`config.mk`:
```
export PLATFORM = sky130hd
export DESIGN_NAME = json_object_byte_framer
export DESIGN_NICKNAME = d
export VERILOG_FILES = /design/src/design/jbf_pkg.sv /design/src/design/jbf_front.sv /design/src/design/jbf_fifo.sv /design/src/design/jbf_back.sv /design/src/design/json_object_byte_framer.sv
export SDC_FILE = /design/constraint.sdc
export NUM_CORES = 1
export LEC_CHECK = 0
export BUFFER_PORTS_ARGS = -buffer_cell sky130_fd_sc_hd__buf_2
export CORE_UTILIZATION = 43
export DETAILED_ROUTE_END_ITERATION = 12
export PLACE_DENSITY = 0.68
export SYNTH_ARGS = -nofsm -noshare
export SYNTH_HDL_FRONTEND = slang
export SYNTH_HIERARCHICAL = 1
export SYNTH_SLANG_ARGS = --single-unit
```
`constraint.sdc`:
```
create_clock -name clk -period 5.2 [get_ports clk]
set_input_delay 0 -clock clk [delete_from_list [all_inputs] [get_ports clk]]
set_output_delay 0 -clock clk [all_outputs]
set_load 0.02 [all_outputs]
```
`src/design/jbf_pkg.sv`:
```
// Shared types and constants for the JSON object byte framer.
package jbf_pkg;

  localparam int MAX_DEPTH  = 255;
  localparam int DEPTH_W    = $clog2(MAX_DEPTH + 1);
  localparam int FIFO_DEPTH = 4;
  localparam int FIFO_AW    = $clog2(FIFO_DEPTH);

  localparam logic [7:0] CH_OPEN   = 8'h7B;
  localparam logic [7:0] CH_CLOSE  = 8'h7D;
  localparam logic [7:0] CH_QUOTE  = 8'h22;
  localparam logic [7:0] CH_BSLASH = 8'h5C;

  typedef enum logic [2:0] {
    CLS_OTHER,
    CLS_OPEN,
    CLS_CLOSE,
    CLS_QUOTE,
    CLS_BSLASH
  } byte_class_t;

  typedef struct packed {
    logic [7:0]  data;
    byte_class_t cls;
  } q_entry_t;

  typedef struct packed {
    logic       push;
    q_entry_t   entry;
  } q_write_t;

  typedef struct packed {
    logic               valid;
    logic               full;
    logic [FIFO_AW:0]   level;
  } q_status_t;

  typedef struct packed {
    logic [DEPTH_W-1:0] depth;
    logic               in_string;
    logic               escape;
  } back_status_t;

endpackage

```
`src/design/jbf_front.sv`:
```
// Input side: accepts bytes and tags each with its character class.
module jbf_front
  import jbf_pkg::*;
(
  input  logic       rst_n,
  input  logic       in_tvalid,
  output logic       in_tready,
  input  logic [7:0] in_tdata,   // [7:0] in_byte
  input  q_status_t  q_stat,
  output q_write_t   q_wr
);

  byte_class_t cls;

  always_comb begin
    unique case (in_tdata)
      CH_OPEN:   cls = CLS_OPEN;
      CH_CLOSE:  cls = CLS_CLOSE;
      CH_QUOTE:  cls = CLS_QUOTE;
      CH_BSLASH: cls = CLS_BSLASH;
      default:   cls = CLS_OTHER;
    endcase
  end

  assign in_tready      = rst_n && !q_stat.full;
  assign q_wr.push      = in_tvalid && in_tready;
  assign q_wr.entry     = '{data: in_tdata, cls: cls};

endmodule

```
`src/design/jbf_fifo.sv`:
```
// Short queue of classified bytes between the front and back sides.
module jbf_fifo
  import jbf_pkg::*;
(
  input  logic      clk,
  input  logic      rst_n,
  input  q_write_t  q_wr,
  input  logic      pop,
  output q_entry_t  head,
  output q_status_t q_stat
);

  q_entry_t           mem [FIFO_DEPTH];
  logic [FIFO_AW-1:0] wr_ptr_r, wr_ptr_nxt;
  logic [FIFO_AW-1:0] rd_ptr_r, rd_ptr_nxt;
  logic [FIFO_AW:0]   count_r, count_nxt;
  logic               do_pop;

  assign do_pop = pop && (count_r != '0);

  always_comb begin
    wr_ptr_nxt = wr_ptr_r;
    rd_ptr_nxt = rd_ptr_r;
    count_nxt  = count_r;
    if (q_wr.push) begin
      wr_ptr_nxt = (wr_ptr_r == FIFO_AW'(FIFO_DEPTH - 1)) ? '0 : wr_ptr_r + 1'b1;
    end
    if (do_pop) begin
      rd_ptr_nxt = (rd_ptr_r == FIFO_AW'(FIFO_DEPTH - 1)) ? '0 : rd_ptr_r + 1'b1;
    end
    unique case ({q_wr.push, do_pop})
      2'b10:   count_nxt = count_r + 1'b1;
      2'b01:   count_nxt = count_r - 1'b1;
      default: count_nxt = count_r;
    endcase
  end

  always_ff @(posedge clk) begin
    if (!rst_n) begin
      wr_ptr_r <= '0;
      rd_ptr_r <= '0;
      count_r  <= '0;
    end else begin
      wr_ptr_r <= wr_ptr_nxt;
      rd_ptr_r <= rd_ptr_nxt;
      count_r  <= count_nxt;
    end
  end

  always_ff @(posedge clk) begin
    if (q_wr.push) begin
      mem[wr_ptr_r] <= q_wr.entry;
    end
  end

  assign head         = mem[rd_ptr_r];
  assign q_stat.valid = (count_r != '0);
  assign q_stat.full  = (count_r == (FIFO_AW + 1)'(FIFO_DEPTH));
  assign q_stat.level = count_r;

endmodule

```
`src/design/jbf_back.sv`:
```
// Output side: tracks strings, escapes and nesting, drops or forwards bytes.
module jbf_back
  import jbf_pkg::*;
(
  input  logic         clk,
  input  logic         rst_n,
  input  q_entry_t     head,
  input  q_status_t    q_stat,
  output logic         pop,
  output logic         out_tvalid,
  input  logic         out_tready,
  output logic [7:0]   out_tdata,   // [7:0] out_byte
  output logic         out_tlast,
  output logic         out_tuser,   // [0] depth_saturated
  output back_status_t stat
);

  logic [DEPTH_W-1:0] depth_r, depth_nxt;
  logic               str_r, str_nxt;
  logic               esc_r, esc_nxt;
  logic               valid_r, valid_nxt;
  logic [7:0]         data_r, data_nxt;
  logic               last_r, last_nxt;
  logic               sat_r, sat_nxt;
  logic               emit;

  assign pop = q_stat.valid && (!valid_r || out_tready);

  always_comb begin
    depth_nxt = depth_r;
    str_nxt   = str_r;
    esc_nxt   = esc_r;
    emit      = 1'b1;
    last_nxt  = 1'b0;
    sat_nxt   = 1'b0;
    if (depth_r == '0) begin
      if (head.cls == CLS_OPEN) begin
        depth_nxt = DEPTH_W'(1);
        str_nxt   = 1'b0;
        esc_nxt   = 1'b0;
      end else begin
        emit = 1'b0;
      end
    end else if (str_r) begin
      priority if (esc_r) begin
        esc_nxt = 1'b0;
      end else if (head.cls == CLS_BSLASH) begin
        esc_nxt = 1'b1;
      end else if (head.cls == CLS_QUOTE) begin
        str_nxt = 1'b0;
      end else begin
        str_nxt = str_r;
      end
    end else begin
      unique case (head.cls)
        CLS_QUOTE: str_nxt = 1'b1;
        CLS_OPEN: begin
          if (depth_r >= DEPTH_W'(MAX_DEPTH)) begin
            sat_nxt = 1'b1;
          end else begin
            depth_nxt = depth_r + 1'b1;
          end
        end
        CLS_CLOSE: begin
          depth_nxt = depth_r - 1'b1;
          if (depth_r == DEPTH_W'(1)) begin
            last_nxt = 1'b1;
            str_nxt  = 1'b0;
            esc_nxt  = 1'b0;
          end
        end
        default: ;
      endcase
    end
    data_nxt = head.data;
    if (pop) begin
      valid_nxt = emit;
    end else if (out_tready) begin
      valid_nxt = 1'b0;
    end else begin
      valid_nxt = valid_r;
    end
  end

  always_ff @(posedge clk) begin
    if (!rst_n) begin
      depth_r <= '0;
      str_r   <= 1'b0;
      esc_r   <= 1'b0;
      valid_r <= 1'b0;
    end else begin
      valid_r <= valid_nxt;
      if (pop) begin
        depth_r <= depth_nxt;
        str_r   <= str_nxt;
        esc_r   <= esc_nxt;
      end
    end
  end

  always_ff @(posedge clk) begin
    if (pop && emit) begin
      data_r <= data_nxt;
      last_r <= last_nxt;
      sat_r  <= sat_nxt;
    end
  end

  assign out_tvalid     = valid_r;
  assign out_tdata      = data_r;
  assign out_tlast      = last_r;
  assign out_tuser      = sat_r;
  assign stat.depth     = depth_r;
  assign stat.in_string = str_r;
  assign stat.escape    = esc_r;

endmodule

```
`src/design/json_object_byte_framer.sv`:
```
// Top level of the JSON object byte framer.
//
// Input stream: one text byte per transfer on in_tdata. Bytes outside an
// object are dropped, except the opening brace that starts one. Inside an
// object every byte leaves on the output stream, with out_tlast set on the
// closing brace that returns nesting to zero and out_tuser set on an
// opening brace that hits the depth limit (the counter holds there).
// Braces inside quoted strings do not count; a backslash in a string
// masks the byte after it.
// Throughput: one byte per cycle while the receiver keeps taking results;
// the back side updates its state as it pops each byte. An accepted byte
// is written into the queue and then into the output register.
// A four-entry queue sits between the classifier and the state tracker,
// so in_tready stays high while the receiver stalls until the queue fills;
// a result holds on the output until taken.
// Reset (rst_n low, synchronous) empties the queue, drops any pending
// result and returns to outside any object; in_tready is low in reset.
module json_object_byte_framer
  import jbf_pkg::*;
(
  input  logic       clk,
  input  logic       rst_n,
  input  logic       in_tvalid,
  output logic       in_tready,
  input  logic [7:0] in_tdata,    // [7:0] in_byte
  output logic       out_tvalid,
  input  logic       out_tready,
  output logic [7:0] out_tdata,   // [7:0] out_byte
  output logic       out_tlast,
  output logic       out_tuser    // [0] depth_saturated
);

  q_write_t     q_wr;
  q_status_t    q_stat;
  q_entry_t     head;
  logic         pop;
  back_status_t stat;

  jbf_front u_front (
    .rst_n     (rst_n),
    .in_tvalid (in_tvalid),
    .in_tready (in_tready),
    .in_tdata  (in_tdata),
    .q_stat    (q_stat),
    .q_wr      (q_wr)
  );

  jbf_fifo u_fifo (
    .clk    (clk),
    .rst_n  (rst_n),
    .q_wr   (q_wr),
    .pop    (pop),
    .head   (head),
    .q_stat (q_stat)
  );

  jbf_back u_back (
    .clk        (clk),
    .rst_n      (rst_n),
    .head       (head),
    .q_stat     (q_stat),
    .pop        (pop),
    .out_tvalid (out_tvalid),
    .out_tready (out_tready),
    .out_tdata  (out_tdata),
    .out_tlast  (out_tlast),
    .out_tuser  (out_tuser),
    .stat       (stat)
  );

`ifndef SYNTHESIS
  a_idle_clean: assert property (@(posedge clk) disable iff (!rst_n)
    (stat.depth == '0) |-> (!stat.in_string && !stat.escape))
    else $error("string state left set outside an object");

  a_esc_in_str: assert property (@(posedge clk) disable iff (!rst_n)
    stat.escape |-> stat.in_string)
    else $error("escape pending outside a string");

  a_end_not_sat: assert property (@(posedge clk) disable iff (!rst_n)
    (out_tvalid && out_tlast) |-> !out_tuser)
    else $error("end of object and saturation on one byte");

  a_level_bound: assert property (@(posedge clk) disable iff (!rst_n)
    (q_stat.level == (FIFO_AW + 1)'(FIFO_DEPTH)) |-> !in_tready)
    else $error("input accepted into a full queue");
`endif

endmodule

```
Word level (Yosys, flattened, before mapping)
Memory sizes are Yosys's and may differ from the RTL's. A register that Yosys moved wholly into a read port is not among the register bits.
Cells that the tools add are included.
{"block": "word_totals", "inputBits": 12, "ram_bits": 44, "reg_bits": 28, "elab_cells": 89, "n_memories": 1}
{"block": "classes", "bitwise_logic": 2, "n_eq_ne": 17, "magnitude_cmp": 1, "n_reduce_logical": 20, "mux": 32, "addsub": 6}
{"name": "u_fifo.mem", "depth": 4, "word_bits": 11, "rd": 1, "rd_clocked_by_memory_dff": 1, "wr": 1, "line": "jbf_fifo.sv:13", "source": "q_entry_t mem [FIFO_DEPTH];"}
{"operator": "$mux W8", "count": 4}
{"operator": "$eq A8 B7 Y1 const B", "count": 3}
{"operator": "$mux W1", "count": 21}
{"operator": "$pmux W8 S2", "count": 1}
{"operator": "$pmux W3 S4", "count": 1}
{"operator": "$reduce_bool A3 Y1", "count": 4}
{"operator": "$add A8 B1 Y8 const B", "count": 1}
{"operator": "$eq A8 B1 Y1 const B", "count": 1}
{"operator": "$eq A8 B6 Y1 const B", "count": 1}
{"operator": "$ge A8 B8 Y1 const B", "count": 1}
{"operator": "$logic_not A8 Y1", "count": 1}
{"operator": "$mux W2", "count": 4}
{"operator": "$sub A8 B1 Y8 const B", "count": 1}
{"operator": "$eq A2 B2 Y1 const B", "count": 3}
{"operator": "$eq A3 B2 Y1 const B", "count": 2}
{"operator": "$eq A3 B3 Y1 const B", "count": 2}
{"operator": "$pmux W3 S2", "count": 1}
{"operator": "$reduce_or A3 Y1", "count": 2}
{"operator": "$logic_and A1 B1 Y1", "count": 5}
{"operator": "$reduce_and A5 Y1", "count": 1}
{"operator": "$add A2 B1 Y2 const B", "count": 2}
{"operator": "$ne A2 B2 Y1 const B", "count": 2}
{"operator": "$reduce_and A4 Y1", "count": 1}
{"operator": "$reduce_bool A2 Y1", "count": 2}
{"operator": "9 further kinds", "count": 11}

Longest topological paths before layout
{"block": "logic_depth", "depth_word": 6, "mapped_depth": 11}

By module
The synthesis kept the hierarchy.
{"mod": "jbf_fifo", "n_inst": 1, "cells_per_inst": 108, "area_per_inst_um2": 2064.5}
{"mod": "jbf_back", "n_inst": 1, "cells_per_inst": 115, "area_per_inst_um2": 1221.2}
{"mod": "jbf_front", "n_inst": 1, "cells_per_inst": 22, "area_per_inst_um2": 158.9}

Worst setup path after synthesis
Ideal clock, no wire load.
{"block": "synth_timing", "path_type": "register to register", "start": "register (tool-made name)", "end": "register u_back.depth_r[7]", "setup_ns": 0.070, "path_buffers": 2, "required_ns": 5.130, "stages_incl_launch_ff": 9, "period_less_slack_ns": 2.530, "arrival_time_ns": 2.460, "setup_slack_ns": 2.670, "cell_sequence": "dfxtp_1 -> buf_6 -> mux4_2 -> or3b_1 -> buf_6 -> a21oi_1 -> o2111ai_4 -> or3_1 -> a21oi_1"}
{"element": "end signal, assigned", "line": "jbf_back.sv:94", "source": "depth_r <= depth_nxt;"}
{"element": "end, declared", "line": "jbf_back.sv:18", "source": "logic [DEPTH_W-1:0] depth_r, depth_nxt;"}

==> reports/metrics.cfg <==
[layout]
fin_util_pct=49.27
drive_gt1_share_pct=22.63
multi_input_area_um2=1209
regArea_um2=2022
final_cell_count_no_fill=376
nNetsFinal=292
n_antenna_cell=0
syn2layout_area_growth_pct=11.02
fill_cells=665

[power_and_ir_drop]
clkPwrFrac_pct=31.6
seqPwrFrac_pct=51.0
peakVddDrop_mv=0.1694
internal_power_uw=1004
p_leak_uw=0.001296
power_density_nw_per_um2=362.5
power_frac_comb_pct=17.4
power.total_uw=1380
sw_frac_of_total_pct=27.29
switchingPower_uw=376.6

[clocking]
htreeDepth=3
clock_tree.buffer_depth=2
numCtsBuffers=9
clk_pin_slew_worst_paths_ns=0.08
tritoncts=done
post_cts_buffers=0
clk_latency_ns=0.34
clkSinkCount=74
clockRootBuffer=clkbuf_8

[sta]
skew_ns=0.01269
setup_violations=0
hold_slack_ns=0.08331
post-route-period-util_pct=60.60
tns_ns=0
slew_headroom_pct=51.77
max_freq_ghz=0.3173
tightest_slew_ns=0.7225
fin_crit_ns=3.151
drv_slew=0
hold_viol=0
rsz0062_at_grt=false

[global_route]
first_global_vias=2031
grt_pass1_wl_um=9770
grt_max_degree=20
track_usage_pct=15.31
overflow=0
antenna_found_initial=0

[drt]
viasPerCell=5.484
drt_wl_total_um=5827
antenna_left=0
wl_per_cell_um=15.50
drtIter0Drc=117
via_count=2062
drcViolationCount=0
drtPass1Iterations=4

[worst_setup_path]
cp.required_ns=5.45
start_kind=register
reg2reg_setup_slack_ns=2.05
worstSetupEndpointType=register
critPathKind=register to register
r2r_end=u_back/depth_r[6]
cp.arrival_ns=3.40
r2r.worst_path.cells=6
path_max_fanout=11

[hold_path]
hold_end=u_fifo/wr_ptr_r[1]
hold_path_class=primary input to register
hold_path_depth=2
min-delay-start=rst_n

[place]
gp_congestion=0.8101
port_buffers=23
dp.cells=351
hpwl_um=3821

[die]
core_um2=7727
dieHeight_um=91.31
rows=32
die_width_um=91.31
initial_core_util_pct=44.38
dieArea_um2=8337
ios=24

[synthesis]
syn_area_um2=3430
syn-num-nets=266
synth_area_per_cell_um2=14.11
syn_inst=243
yosysWarnings=6

[status]
outcome=finished, final reports clean

[flow_run]
drv_cap=0

[sequential cells by signal, indices dropped and copies added (netlist names), named ones only]
name / cells
u_back/depth_r: 8
u_back/esc_r: 1
u_back/out_tdata: 8
u_back/out_tlast: 1
u_back/out_tuser: 1
u_back/out_tvalid: 1
u_back/str_r: 1
u_fifo/count_r: 3
u_fifo/mem: 44
u_fifo/rd_ptr_r: 2
u_fifo/wr_ptr_r: 2
[power by group through the flow]
stage / combinational, µW / clock, µW / sequential [µW]
after global routing: 267 / 472 / 712
after global placement: 227 / 0 / 717
after floorplan: 198 / 0 / 711
after detailed placement: 233 / 0 / 719
final: 240 / 436 / 704
after CTS: 240 / 450 / 706
[cell usage in the layout, fill, tap and decap left out, types with 4 or more instances in the layout]
| master | instances |
|---|---|
| dlygate4sd3_1 | 9 |
| inv_1 | 12 |
| or3_1 | 4 |
| ha_1 | 10 |
| edfxtp_1 | 54 |
| nor4_1 | 4 |
| dfxtp_1 | 20 |
| clkbuf_8 | 9 |
| and2_1 | 7 |
| nor2b_1 | 5 |
| nand2_1 | 10 |
| a21oi_1 | 8 |
| nand3_1 | 4 |
| o21ai_0 | 8 |
| nor2_1 | 9 |
| buf_2 | 23 |
| nand4b_1 | 4 |
| mux4_2 | 10 |
[per-layer routing]
layer / track usage, % / routed length, µm
met3: 3.685 / 192
met4: 8.995 / 127
met5: 0 / 0
met1: 20.24 / 2759
met2: 22.98 / 2747
[worst max-delay path, stage by stage (launching register included)]
cell and delay [ns]:
dfxtp_1 0.79, mux4_1 0.73, nor3b_1 0.63, o21bai_1 0.11, nand4bb_1 0.25, or2_1 0.30, o32ai_1 0.26
[final cells by class]
cell class	count	area share [%]
Timing Repair Buffer	32	5.389
Clock inverter	7	1.972
Tap cell	102	3.352
Inverter	12	1.183
Clock buffer	9	3.253
Sequential cell	74	53.11
Multi-Input combinational cell	140	31.75
[per-stage QoR]
step / area (µm²) / worst slack, ns
2_1_floorplan: 3430 / 2.670
3_3_place_gp: 3518 / 2.108
3_5_place_dp: 3518 / 2.016
4_1_cts: 3807 / 1.992
5_1_grt: 3807 / 1.662
6_report: 3807 / 2.049
[worst max-delay path by stage]
stage / slack, ns / endpoint / depth (start not counted)
5_1_grt: 1.66 / u_back/depth_r[6] / 6
2_1_floorplan: 2.67 / u_back/depth_r[7] / 8
3_5_place_dp: 2.02 / u_back/depth_r[6] / 6
3_3_place_gp: 2.11 / u_back/depth_r[6] / 6
4_1_cts: 1.99 / u_back/depth_r[6] / 6
6_report: 2.05 / u_back/depth_r[6] / 6
[repair_timing]
item                      4_1_cts  5_1_grt
hold endpoints to repair       33        0
gates resized for setup         0        0
hold buffers                    9        0
Note: power is estimated with default switching activity, not from simulation.
